### src/rtl/ffkv_pkg.sv
// shared constants and types for the fifo-replacement key/value cache
package ffkv_pkg;

  localparam int DEF_ENTRIES    = 16;
  localparam int DEF_KEY_WIDTH  = 64;
  localparam int DEF_DATA_WIDTH = 64;

  localparam int KEY_PORT_W  = 64;
  localparam int DATA_PORT_W = 64;
  localparam int CAP_W       = 5;
  localparam int ADDR_W      = 3;
  localparam int APB_DATA_W  = 32;

  localparam logic [CAP_W-1:0] CAPACITY_RESET = 5'd16;

  // request codes
  localparam logic [1:0] REQ_GET    = 2'd0;
  localparam logic [1:0] REQ_PUT    = 2'd1;
  localparam logic [1:0] REQ_REMOVE = 2'd2;
  localparam logic [1:0] REQ_CLEAR  = 2'd3;

  // register word index (paddr[2])
  localparam logic REG_CAPACITY = 1'b0;

  // flags that travel along the cell chain with a probe
  typedef struct packed {
    logic active;
    logic found;
    logic ev_have;
    logic ev_ge;
    logic fr_have;
    logic fr_ge;
  } probe_flags_t;

  // update command broadcast to all cells at commit
  typedef struct packed {
    logic clear;
    logic inv;
    logic wr;
    logic wr_key;
  } cell_cmd_t;

endpackage

### src/rtl/ffkv_cell.sv
// one cache entry plus its stage of the probe chain
module ffkv_cell #(
  parameter int ENTRIES    = ffkv_pkg::DEF_ENTRIES,
  parameter int KEY_WIDTH  = ffkv_pkg::DEF_KEY_WIDTH,
  parameter int DATA_WIDTH = ffkv_pkg::DEF_DATA_WIDTH,
  parameter int CELL_ID    = 0
) (
  input  logic                          clk,
  input  logic                          rst,
  input  logic [KEY_WIDTH-1:0]          req_key,
  input  logic [DATA_WIDTH-1:0]         wr_data,
  input  logic [$clog2(ENTRIES)-1:0]    evict_ptr,
  input  logic [$clog2(ENTRIES)-1:0]    insert_ptr,
  input  ffkv_pkg::cell_cmd_t           cmd,
  input  logic [$clog2(ENTRIES)-1:0]    wr_idx,
  input  logic [$clog2(ENTRIES)-1:0]    inv_idx,
  input  ffkv_pkg::probe_flags_t        prev_flags,
  input  logic [$clog2(ENTRIES)-1:0]    prev_found_idx,
  input  logic [DATA_WIDTH-1:0]         prev_data,
  input  logic [$clog2(ENTRIES)-1:0]    prev_ev_idx,
  input  logic [$clog2(ENTRIES)-1:0]    prev_fr_idx,
  output ffkv_pkg::probe_flags_t        fwd_flags,
  output logic [$clog2(ENTRIES)-1:0]    fwd_found_idx,
  output logic [DATA_WIDTH-1:0]         fwd_data,
  output logic [$clog2(ENTRIES)-1:0]    fwd_ev_idx,
  output logic [$clog2(ENTRIES)-1:0]    fwd_fr_idx
);
  import ffkv_pkg::*;

  localparam int IDX_W = $clog2(ENTRIES);
  localparam logic [IDX_W-1:0] MY_IDX = IDX_W'(CELL_ID);

  logic                  valid;
  logic [KEY_WIDTH-1:0]  stored_key;
  logic [DATA_WIDTH-1:0] stored_value;

  logic match;
  logic ge_ep;
  logic ge_ip;
  logic ev_take;
  logic fr_take;

  assign match = valid && (stored_key == req_key);
  assign ge_ep = MY_IDX >= evict_ptr;
  assign ge_ip = MY_IDX >= insert_ptr;
  // keep the first candidate at or after the pointer, else the first overall
  assign ev_take = valid && (!prev_flags.ev_have || (!prev_flags.ev_ge && ge_ep));
  assign fr_take = !valid && (!prev_flags.fr_have || (!prev_flags.fr_ge && ge_ip));

  always_ff @(posedge clk) begin
    if (rst) begin
      valid     <= 1'b0;
      fwd_flags <= '0;
    end else begin
      fwd_flags.active  <= prev_flags.active;
      fwd_flags.found   <= prev_flags.found | match;
      fwd_flags.ev_have <= prev_flags.ev_have | ev_take;
      fwd_flags.ev_ge   <= ev_take ? ge_ep : prev_flags.ev_ge;
      fwd_flags.fr_have <= prev_flags.fr_have | fr_take;
      fwd_flags.fr_ge   <= fr_take ? ge_ip : prev_flags.fr_ge;
      if (cmd.clear) begin
        valid <= 1'b0;
      end else if (cmd.wr_key && (wr_idx == MY_IDX)) begin
        valid <= 1'b1;
      end else if (cmd.inv && (inv_idx == MY_IDX)) begin
        valid <= 1'b0;
      end
    end
  end

  always_ff @(posedge clk) begin
    fwd_found_idx <= match ? MY_IDX : prev_found_idx;
    fwd_data      <= match ? stored_value : prev_data;
    fwd_ev_idx    <= ev_take ? MY_IDX : prev_ev_idx;
    fwd_fr_idx    <= fr_take ? MY_IDX : prev_fr_idx;
    if (cmd.wr && (wr_idx == MY_IDX)) begin
      stored_value <= wr_data;
    end
    if (cmd.wr_key && (wr_idx == MY_IDX)) begin
      stored_key <= req_key;
    end
  end

endmodule

### src/rtl/fifo_replacement_key_value_cache.sv
// top level: fully associative key/value cache with fifo replacement
//
//   channel  | signals                                    | direction
//   ---------+--------------------------------------------+----------
//   request  | in_valid/in_ready, req_type, key, write_data | in
//   result   | out_valid/out_ready, hit, read_data, evicted | out
//   config   | psel, penable, pwrite, paddr, pwdata, prdata, pready | apb
//
// a get, put or remove walks the probe through the cell chain one entry per cycle,
// then the result at the chain tail is captured and the update is committed before
// the next accept. a clear skips the probe and goes straight to commit. reset empties the cache at once.
// the result sits in an output register; a new item is accepted while it waits,
// but its commit holds until the previous result has been taken.
module fifo_replacement_key_value_cache #(
  parameter int ENTRIES    = ffkv_pkg::DEF_ENTRIES,
  parameter int KEY_WIDTH  = ffkv_pkg::DEF_KEY_WIDTH,
  parameter int DATA_WIDTH = ffkv_pkg::DEF_DATA_WIDTH
) (
  input  logic                                clk,
  input  logic                                rst,
  input  logic                                in_valid,
  output logic                                in_ready,
  input  logic [1:0]                          req_type,
  input  logic [ffkv_pkg::KEY_PORT_W-1:0]     key,
  input  logic [ffkv_pkg::DATA_PORT_W-1:0]    write_data,
  output logic                                out_valid,
  input  logic                                out_ready,
  output logic                                hit,
  output logic [ffkv_pkg::DATA_PORT_W-1:0]    read_data,
  output logic                                evicted,
  input  logic                                psel,
  input  logic                                penable,
  input  logic                                pwrite,
  input  logic [ffkv_pkg::ADDR_W-1:0]         paddr,
  input  logic [ffkv_pkg::APB_DATA_W-1:0]     pwdata,
  output logic [ffkv_pkg::APB_DATA_W-1:0]     prdata,
  output logic                                pready
);
  import ffkv_pkg::*;

  localparam int IDX_W = $clog2(ENTRIES);
  localparam int CNT_W = $clog2(ENTRIES + 1);
  localparam int CMP_W = (CNT_W > CAP_W) ? CNT_W : CAP_W;

  typedef enum logic [1:0] {ST_IDLE, ST_SCAN, ST_COMMIT} state_t;

  state_t                state;
  logic [1:0]            req_q;
  logic [KEY_WIDTH-1:0]  key_q;
  logic [DATA_WIDTH-1:0] data_q;
  logic                  launch;
  logic [CAP_W-1:0]      capacity;
  logic [CNT_W-1:0]      count;
  logic [IDX_W-1:0]      evict_ptr;
  logic [IDX_W-1:0]      insert_ptr;

  // probe result captured from the chain tail
  logic                  sc_found;
  logic [IDX_W-1:0]      sc_fidx;
  logic [DATA_WIDTH-1:0] sc_data;
  logic                  sc_ev_have;
  logic [IDX_W-1:0]      sc_eidx;
  logic                  sc_fr_have;
  logic                  sc_fr_ge;
  logic [IDX_W-1:0]      sc_fridx;

  probe_flags_t          chain_flags [ENTRIES+1];
  logic [IDX_W-1:0]      chain_fidx  [ENTRIES+1];
  logic [DATA_WIDTH-1:0] chain_data  [ENTRIES+1];
  logic [IDX_W-1:0]      chain_eidx  [ENTRIES+1];
  logic [IDX_W-1:0]      chain_fridx [ENTRIES+1];

  cell_cmd_t             cmd;
  logic [IDX_W-1:0]      wr_idx;
  logic [IDX_W-1:0]      inv_idx;

  logic                  accept;
  logic                  commit;
  logic                  cfg_wr;
  logic [CMP_W-1:0]      cap_ext;
  logic [CMP_W-1:0]      cap_eff;
  logic                  ev_do;
  logic                  evict_valid;
  logic                  e_ge;
  logic                  use_e;
  logic [IDX_W-1:0]      ins_slot;
  logic                  ins_new;
  logic [CNT_W-1:0]      count_next;
  logic [IDX_W-1:0]      evict_ptr_next;
  logic [IDX_W-1:0]      insert_ptr_next;

  assign in_ready = (state == ST_IDLE);
  assign accept   = in_valid && in_ready;
  assign commit   = (state == ST_COMMIT) && (!out_valid || out_ready);
  assign pready   = 1'b1;
  assign cfg_wr   = psel && penable && pwrite && (paddr[2] == REG_CAPACITY);
  assign prdata   = (paddr[2] == REG_CAPACITY) ? APB_DATA_W'(capacity) : '0;

  always_comb begin
    chain_flags[0]        = '0;
    chain_flags[0].active = launch;
    chain_fidx[0]         = '0;
    chain_data[0]         = '0;
    chain_eidx[0]         = '0;
    chain_fridx[0]        = '0;
  end

  for (genvar i = 0; i < ENTRIES; i++) begin : g_cell
    ffkv_cell #(
      .ENTRIES    (ENTRIES),
      .KEY_WIDTH  (KEY_WIDTH),
      .DATA_WIDTH (DATA_WIDTH),
      .CELL_ID    (i)
    ) u_cell (
      .clk            (clk),
      .rst            (rst),
      .req_key        (key_q),
      .wr_data        (data_q),
      .evict_ptr      (evict_ptr),
      .insert_ptr     (insert_ptr),
      .cmd            (cmd),
      .wr_idx         (wr_idx),
      .inv_idx        (inv_idx),
      .prev_flags     (chain_flags[i]),
      .prev_found_idx (chain_fidx[i]),
      .prev_data      (chain_data[i]),
      .prev_ev_idx    (chain_eidx[i]),
      .prev_fr_idx    (chain_fridx[i]),
      .fwd_flags      (chain_flags[i+1]),
      .fwd_found_idx  (chain_fidx[i+1]),
      .fwd_data       (chain_data[i+1]),
      .fwd_ev_idx     (chain_eidx[i+1]),
      .fwd_fr_idx     (chain_fridx[i+1])
    );
  end

  // capacity above the entry count acts as the entry count
  assign cap_ext     = CMP_W'(capacity);
  assign cap_eff     = (cap_ext > CMP_W'(ENTRIES)) ? CMP_W'(ENTRIES) : cap_ext;
  assign ev_do       = (req_q == REQ_PUT) && !sc_found && (CMP_W'(count) >= cap_eff);
  assign evict_valid = ev_do && sc_ev_have;
  // the evicted slot becomes free: take it if it comes first from insert_ptr
  assign e_ge        = sc_eidx >= insert_ptr;
  assign use_e       = evict_valid && (!sc_fr_have || (e_ge && !sc_fr_ge) ||
                                       ((e_ge == sc_fr_ge) && (sc_eidx < sc_fridx)));
  assign ins_slot    = use_e ? sc_eidx : (sc_fr_have ? sc_fridx : insert_ptr);
  assign ins_new     = use_e || sc_fr_have;

  always_comb begin
    cmd             = '0;
    wr_idx          = '0;
    inv_idx         = '0;
    count_next      = count;
    evict_ptr_next  = evict_ptr;
    insert_ptr_next = insert_ptr;
    case (req_q)
      REQ_CLEAR: begin
        cmd.clear       = commit;
        count_next      = '0;
        evict_ptr_next  = '0;
        insert_ptr_next = '0;
      end
      REQ_PUT: begin
        if (sc_found) begin
          cmd.wr = commit;
          wr_idx = sc_fidx;
        end else begin
          cmd.wr     = commit;
          cmd.wr_key = commit;
          wr_idx     = ins_slot;
          cmd.inv    = commit && evict_valid;
          inv_idx    = sc_eidx;
          count_next = count - CNT_W'(evict_valid) + CNT_W'(ins_new);
          if (evict_valid) begin
            evict_ptr_next = (sc_eidx == IDX_W'(ENTRIES - 1)) ? '0 : sc_eidx + IDX_W'(1);
          end
          insert_ptr_next = (ins_slot == IDX_W'(ENTRIES - 1)) ? '0 : ins_slot + IDX_W'(1);
        end
      end
      REQ_REMOVE: begin
        if (sc_found) begin
          cmd.inv    = commit;
          inv_idx    = sc_fidx;
          count_next = count - CNT_W'(1);
        end
      end
      default: begin
      end
    endcase
  end

  always_ff @(posedge clk) begin
    if (rst) begin
      state      <= ST_IDLE;
      launch     <= 1'b0;
      capacity   <= CAPACITY_RESET;
      count      <= '0;
      evict_ptr  <= '0;
      insert_ptr <= '0;
      out_valid  <= 1'b0;
    end else begin
      launch <= 1'b0;
      if (cfg_wr) begin
        capacity <= pwdata[CAP_W-1:0];
      end
      if (out_valid && out_ready) begin
        out_valid <= 1'b0;
      end
      case (state)
        ST_IDLE: begin
          if (accept) begin
            req_q  <= req_type;
            key_q  <= key[KEY_WIDTH-1:0];
            data_q <= write_data[DATA_WIDTH-1:0];
            if (req_type == REQ_CLEAR) begin
              state <= ST_COMMIT;
            end else begin
              launch <= 1'b1;
              state  <= ST_SCAN;
            end
          end
        end
        ST_SCAN: begin
          if (chain_flags[ENTRIES].active) begin
            sc_found   <= chain_flags[ENTRIES].found;
            sc_fidx    <= chain_fidx[ENTRIES];
            sc_data    <= chain_data[ENTRIES];
            sc_ev_have <= chain_flags[ENTRIES].ev_have;
            sc_eidx    <= chain_eidx[ENTRIES];
            sc_fr_have <= chain_flags[ENTRIES].fr_have;
            sc_fr_ge   <= chain_flags[ENTRIES].fr_ge;
            sc_fridx   <= chain_fridx[ENTRIES];
            state      <= ST_COMMIT;
          end
        end
        ST_COMMIT: begin
          if (commit) begin
            count      <= count_next;
            evict_ptr  <= evict_ptr_next;
            insert_ptr <= insert_ptr_next;
            out_valid  <= 1'b1;
            hit        <= (req_q != REQ_CLEAR) && sc_found;
            read_data  <= ((req_q == REQ_GET) && sc_found) ? DATA_PORT_W'(sc_data) : '0;
            evicted    <= ev_do;
            state      <= ST_IDLE;
          end
        end
        default: begin
          state <= ST_IDLE;
        end
      endcase
    end
  end

endmodule

### config.mk
export PLATFORM = sky130hd
export DESIGN_NAME = fifo_replacement_key_value_cache
export DESIGN_NICKNAME = d
export VERILOG_FILES = /design/src/rtl/ffkv_pkg.sv /design/src/rtl/ffkv_cell.sv /design/src/rtl/fifo_replacement_key_value_cache.sv
export SDC_FILE = /design/constraint.sdc
export NUM_CORES = 2
export LEC_CHECK = 0
export BUFFER_PORTS_ARGS = -buffer_cell sky130_fd_sc_hd__buf_4
export CAP_MARGIN = 20
export CORE_UTILIZATION = 55
export DETAILED_ROUTE_END_ITERATION = 8
export HOLD_SLACK_MARGIN = 0.15
export PLACE_DENSITY = 0.71
export SLEW_MARGIN = 20
export SYNTH_ARGS = -nofsm -noshare
export SYNTH_HDL_FRONTEND = slang
export SYNTH_SLANG_ARGS = --single-unit
export TNS_END_PERCENT = 50
### constraint.sdc
create_clock -name clk -period 17.9 [get_ports clk]
set_input_delay 2.685 -clock clk [delete_from_list [all_inputs] [get_ports clk]]
set_output_delay 2.685 -clock clk [all_outputs]
set_load 0.01 [all_outputs]
==> reports/results.ini <==
[outcome]
status = finished clean

[power]
power_density_mw_per_mm2 = 116
total_power_mw = 16.5
seq_power_share_pct = 54.0
peakVddDrop_uv = 89.9
switchingPower_mw = 3.32
clockPowerShare_pct = 44.0
p_leak_nw = 51.0
p_comb_share_pct = 2.0
p_int_mw = 13.2
switching_share_pct = 20.1

[finish]
ff_latch_area_sq_mm = 0.0959
areaGrowthSynthToFinish_pct = 13.9
drive_above_1_share_pct = 24.5
fin_nets = 8025
nFillCells = 15600
utilization_pct = 63.2
multi_input_area_sq_mm = 0.0274

[worst_setup_path]
critPathLaunchType = flip-flop
rr_startpoint = sc_eidx[0]
arrival_ns = 6.82
reg2reg_slack_ns = 11.64
crit_path_max_incr_delay_ns = 0.88
r2r_cells = 15
worstPathBufferInverterCount = 2
worstSetupEndpointType = flip-flop
cp_top_family = compound AO/OA/AOI/OAI gates
setup.worst_path.class = reg2reg
rr_endpoint = g_cell[6].u_cell.stored_value[11]
path_cells = inv_1 -> ha_1 -> nand2b_1 -> a21oi_1 -> nor2b_1 -> o21ai_0 -> nand2b_1 -> ha_1 -> nand3_1 -> o31ai_1 -> a211oi_1 -> a311oi_1 -> nand2_1 -> nor2_4 -> buf_4
cp_slowest_cell = buf_4
path_max_fanout = 48
crit_required_ns = 18.46
critical_path_cell_count = 15

[global_route]
antenna_found_initial = 19
grt_overflow_total = 0
grt_usage_pct = 25.4
grt_pass1_wl_mm = 428
grt_max_degree = 97
grt_pass1_vias = 64400

[synth]
ys_types = 75
netlist.area_leader.share_pct = 55.9
syn_inst = 7329
synth_edf_count = 2324
ys_ff_latch = 3628
avgSynthCellArea_sq_um = 17.0
ys_async_sr_fraction_pct = 0
yosysWarningCount = 0
synth_top_flop_cell = edfxtp_1
syn_area_sq_mm = 0.125
synth_area_leaders = edfxtp_1 56%, dfxtp_1 21%, mux2_2 8.4%, xor2_1 2.9%, xnor2_1 2.6%
yosysTopAreaCell = edfxtp_1
synth-seq-area-share_pct = 76.7

[min_path]
min_from = g_cell[15].u_cell.fwd_data[42]
hold_end = sc_data[42]
hold_depth = 0
worstHoldPathType = reg2reg

[timing]
finalSetupTns_ns = 0
fin_crit_sh_pct = 35.0
rsz0062_at_grt = no
finalSetupViolations = 0
worst_slew_pin_slew_ns = 1.13
hold_viol_final = 0
max_slew_margin_pct = 24.5
fin_crit_ns = 6.26
whs_ns = 0.345
slew_violations = 0
fmaxAchievable_ghz = 0.160
worst_clock_skew_ns = 0.125

[clocking]
clk_pin_slew_worst_paths_ns = 0.06
cts_tree = done
worstSkewPairLatency_ns = 1.01
post_cts_resized = 0
cts_buffers = 361
clock_path_buffers = 4
hold_buffers = 0
cts_sinks = 3628
htreeDepth = 5
cts_setup_buffers = 0
root_buffer = clkbuf_16

[placement]
hpwl_mm = 170
gp_congestion = 0.936
io_buffers = 215

[floorplan]
dieWidth_um = 479
dieHeight_um = 479
core_sq_mm = 0.225
io_pins = 273
start_util_pct = 55.4
die_area_sq_mm = 0.229
std_cell_rows = 174

[routing]
ant_nets = 0
drc_errors = 0
first_pass_iters = 6
drt-initial-drc-count = 6676
wirelength_mm = 293
avgViaCountPerCell = 5.81
vias = 64500
wire_per_inst_um = 26.4

[job]
cap_violations = 0

## power by group through the flow
stage / Sequential (mW) / Clock, mW / Combinational, mW
after floorplan: 9.12 / 0 / 0.150
after global placement: 9.11 / 0 / 0.310
after detailed placement: 9.12 / 0 / 0.316
after CTS: 8.94 / 7.39 / 0.318
after global routing: 8.94 / 7.73 / 0.335
final: 8.94 / 7.29 / 0.323
## cells by family after synthesis
kind of cell / Yosys count / synth area share, %
flops: 3628 / 76.7
other cells: 2 / 0.00601
fa+ha+maj: 29 / 0.296
xor+xnor: 784 / 5.50
simple gates: 963 / 4.39
buf+inv: 483 / 1.68
compound gates: 466 / 2.62
mux: 974 / 8.76
## worst register-to-register path, stage by stage (launching register included)
cell and delay (ns):
edfxtp_1 0.54, inv_1 0.17, ha_1 0.31, nand2b_1 0.14, a21oi_1 0.14, nor2b_1 0.05
o21ai_0 0.16, nand2b_1 0.09, ha_1 0.28, nand3_1 0.09, o31ai_1 0.81, a211oi_1 0.23
a311oi_1 0.72, nand2_1 0.52, nor2_4 0.67, buf_4 0.89
## worst max-delay path by stage
stage	startpoint	end
finish	sc_eidx[0]	g_cell[6].u_cell.stored_value[11]
CTS	insert_ptr[2]	g_cell[6].u_cell.stored_value[11]
global placement	out_ready	g_cell[6].u_cell.stored_value[22]
detailed placement	out_ready	g_cell[7].u_cell.stored_value[22]
floorplan	rst	launch
global route	sc_eidx[0]	g_cell[6].u_cell.stored_value[11]
## cells in the mapped netlist, drive strengths merged (6+ instances only)
cell,instances
a211oi,6
a21oi,81
a221oi,40
a222oi,6
a22o,36
a22oi,6
a311oi,8
and2,96
and3,72
buf,194
clkbuf,118
clkinv,6
dfxtp,1304
edfxtp,2324
ha,28
inv,165
mux2,960
mux2i,14
nand2,71
nand2b,68
nand3,39
nand4,132
nor2,145
nor2b,62
nor3,32
nor4,155
o2111ai,8
o211ai,20
o21ai,64
o21ba,9
o221ai,8
o22ai,83
o2bb2ai,37
o31ai,11
or2,60
or4,11
xnor2,367
xor2,417
## sequential cells by signal (all words and copies together) (netlist names), 4 cells and up
register / flops
g_cell.u_cell.fwd_fr_idx: 49
insert_ptr: 4
g_cell.u_cell.fwd_flags: 95
g_cell.u_cell.stored_key: 1024
g_cell.u_cell.fwd_found_idx: 49
sc_data: 64
sc_fidx: 4
sc_fridx: 4
count: 5
read_data: 64
evict_ptr: 4
cap_ext: 5
sc_eidx: 4
data_q: 64
key_q: 64
g_cell.u_cell.fwd_ev_idx: 49
g_cell.u_cell.stored_value: 1024
g_cell.u_cell.valid: 16
g_cell.u_cell.fwd_data: 1024
## layout by cell type (no fill, tap or decap), types with 72 or more instances in the layout
cell type	synthesis	layout
and3_1	72	72
xor2_1	417	417
and2_1	96	96
nand4_1	132	132
o22ai_1	83	83
clkbuf_16	0	370
a21oi_1	81	81
nor4_1	152	146
inv_1	156	156
mux2_2	931	931
clkbuf_1	118	93
edfxtp_1	2324	2324
dfxtp_1	1304	1304
nor2_1	145	114
xnor2_1	367	367
buf_4	29	412
## stage by stage
step | area [sq um] | setup WS, ns | std cells
finish | 142000 | 11.64 | 11100
floorplan | 125000 | 4.69 | 7357
CTS | 142000 | 11.81 | 11100
global placement | 131000 | 11.50 | 10500
detailed placement | 131000 | 11.38 | 10500
global route | 142000 | 11.41 | 11100
## layer usage
layer	vias up	track usage (%)	part of all wire (%)
met5	-	0	0.0041
met4	2	8.57	3.4
met2	2787	40.1	46
met3	600	4.06	8.1
met1	33200	36.2	42
li1	27900	-	-
## layout make-up
type / count / area share [%]
sequential: 3628 / 67.4
antenna: 9 / 0.0158
timing repair buffer: 416 / 2.23
inverter: 171 / 0.451
multi-input combinational: 3246 / 19.3
clock inverter: 141 / 0.875
clock buffer: 504 / 7.15
tap: 2992 / 2.63
Note: power is estimated with default switching activity, not from simulation.
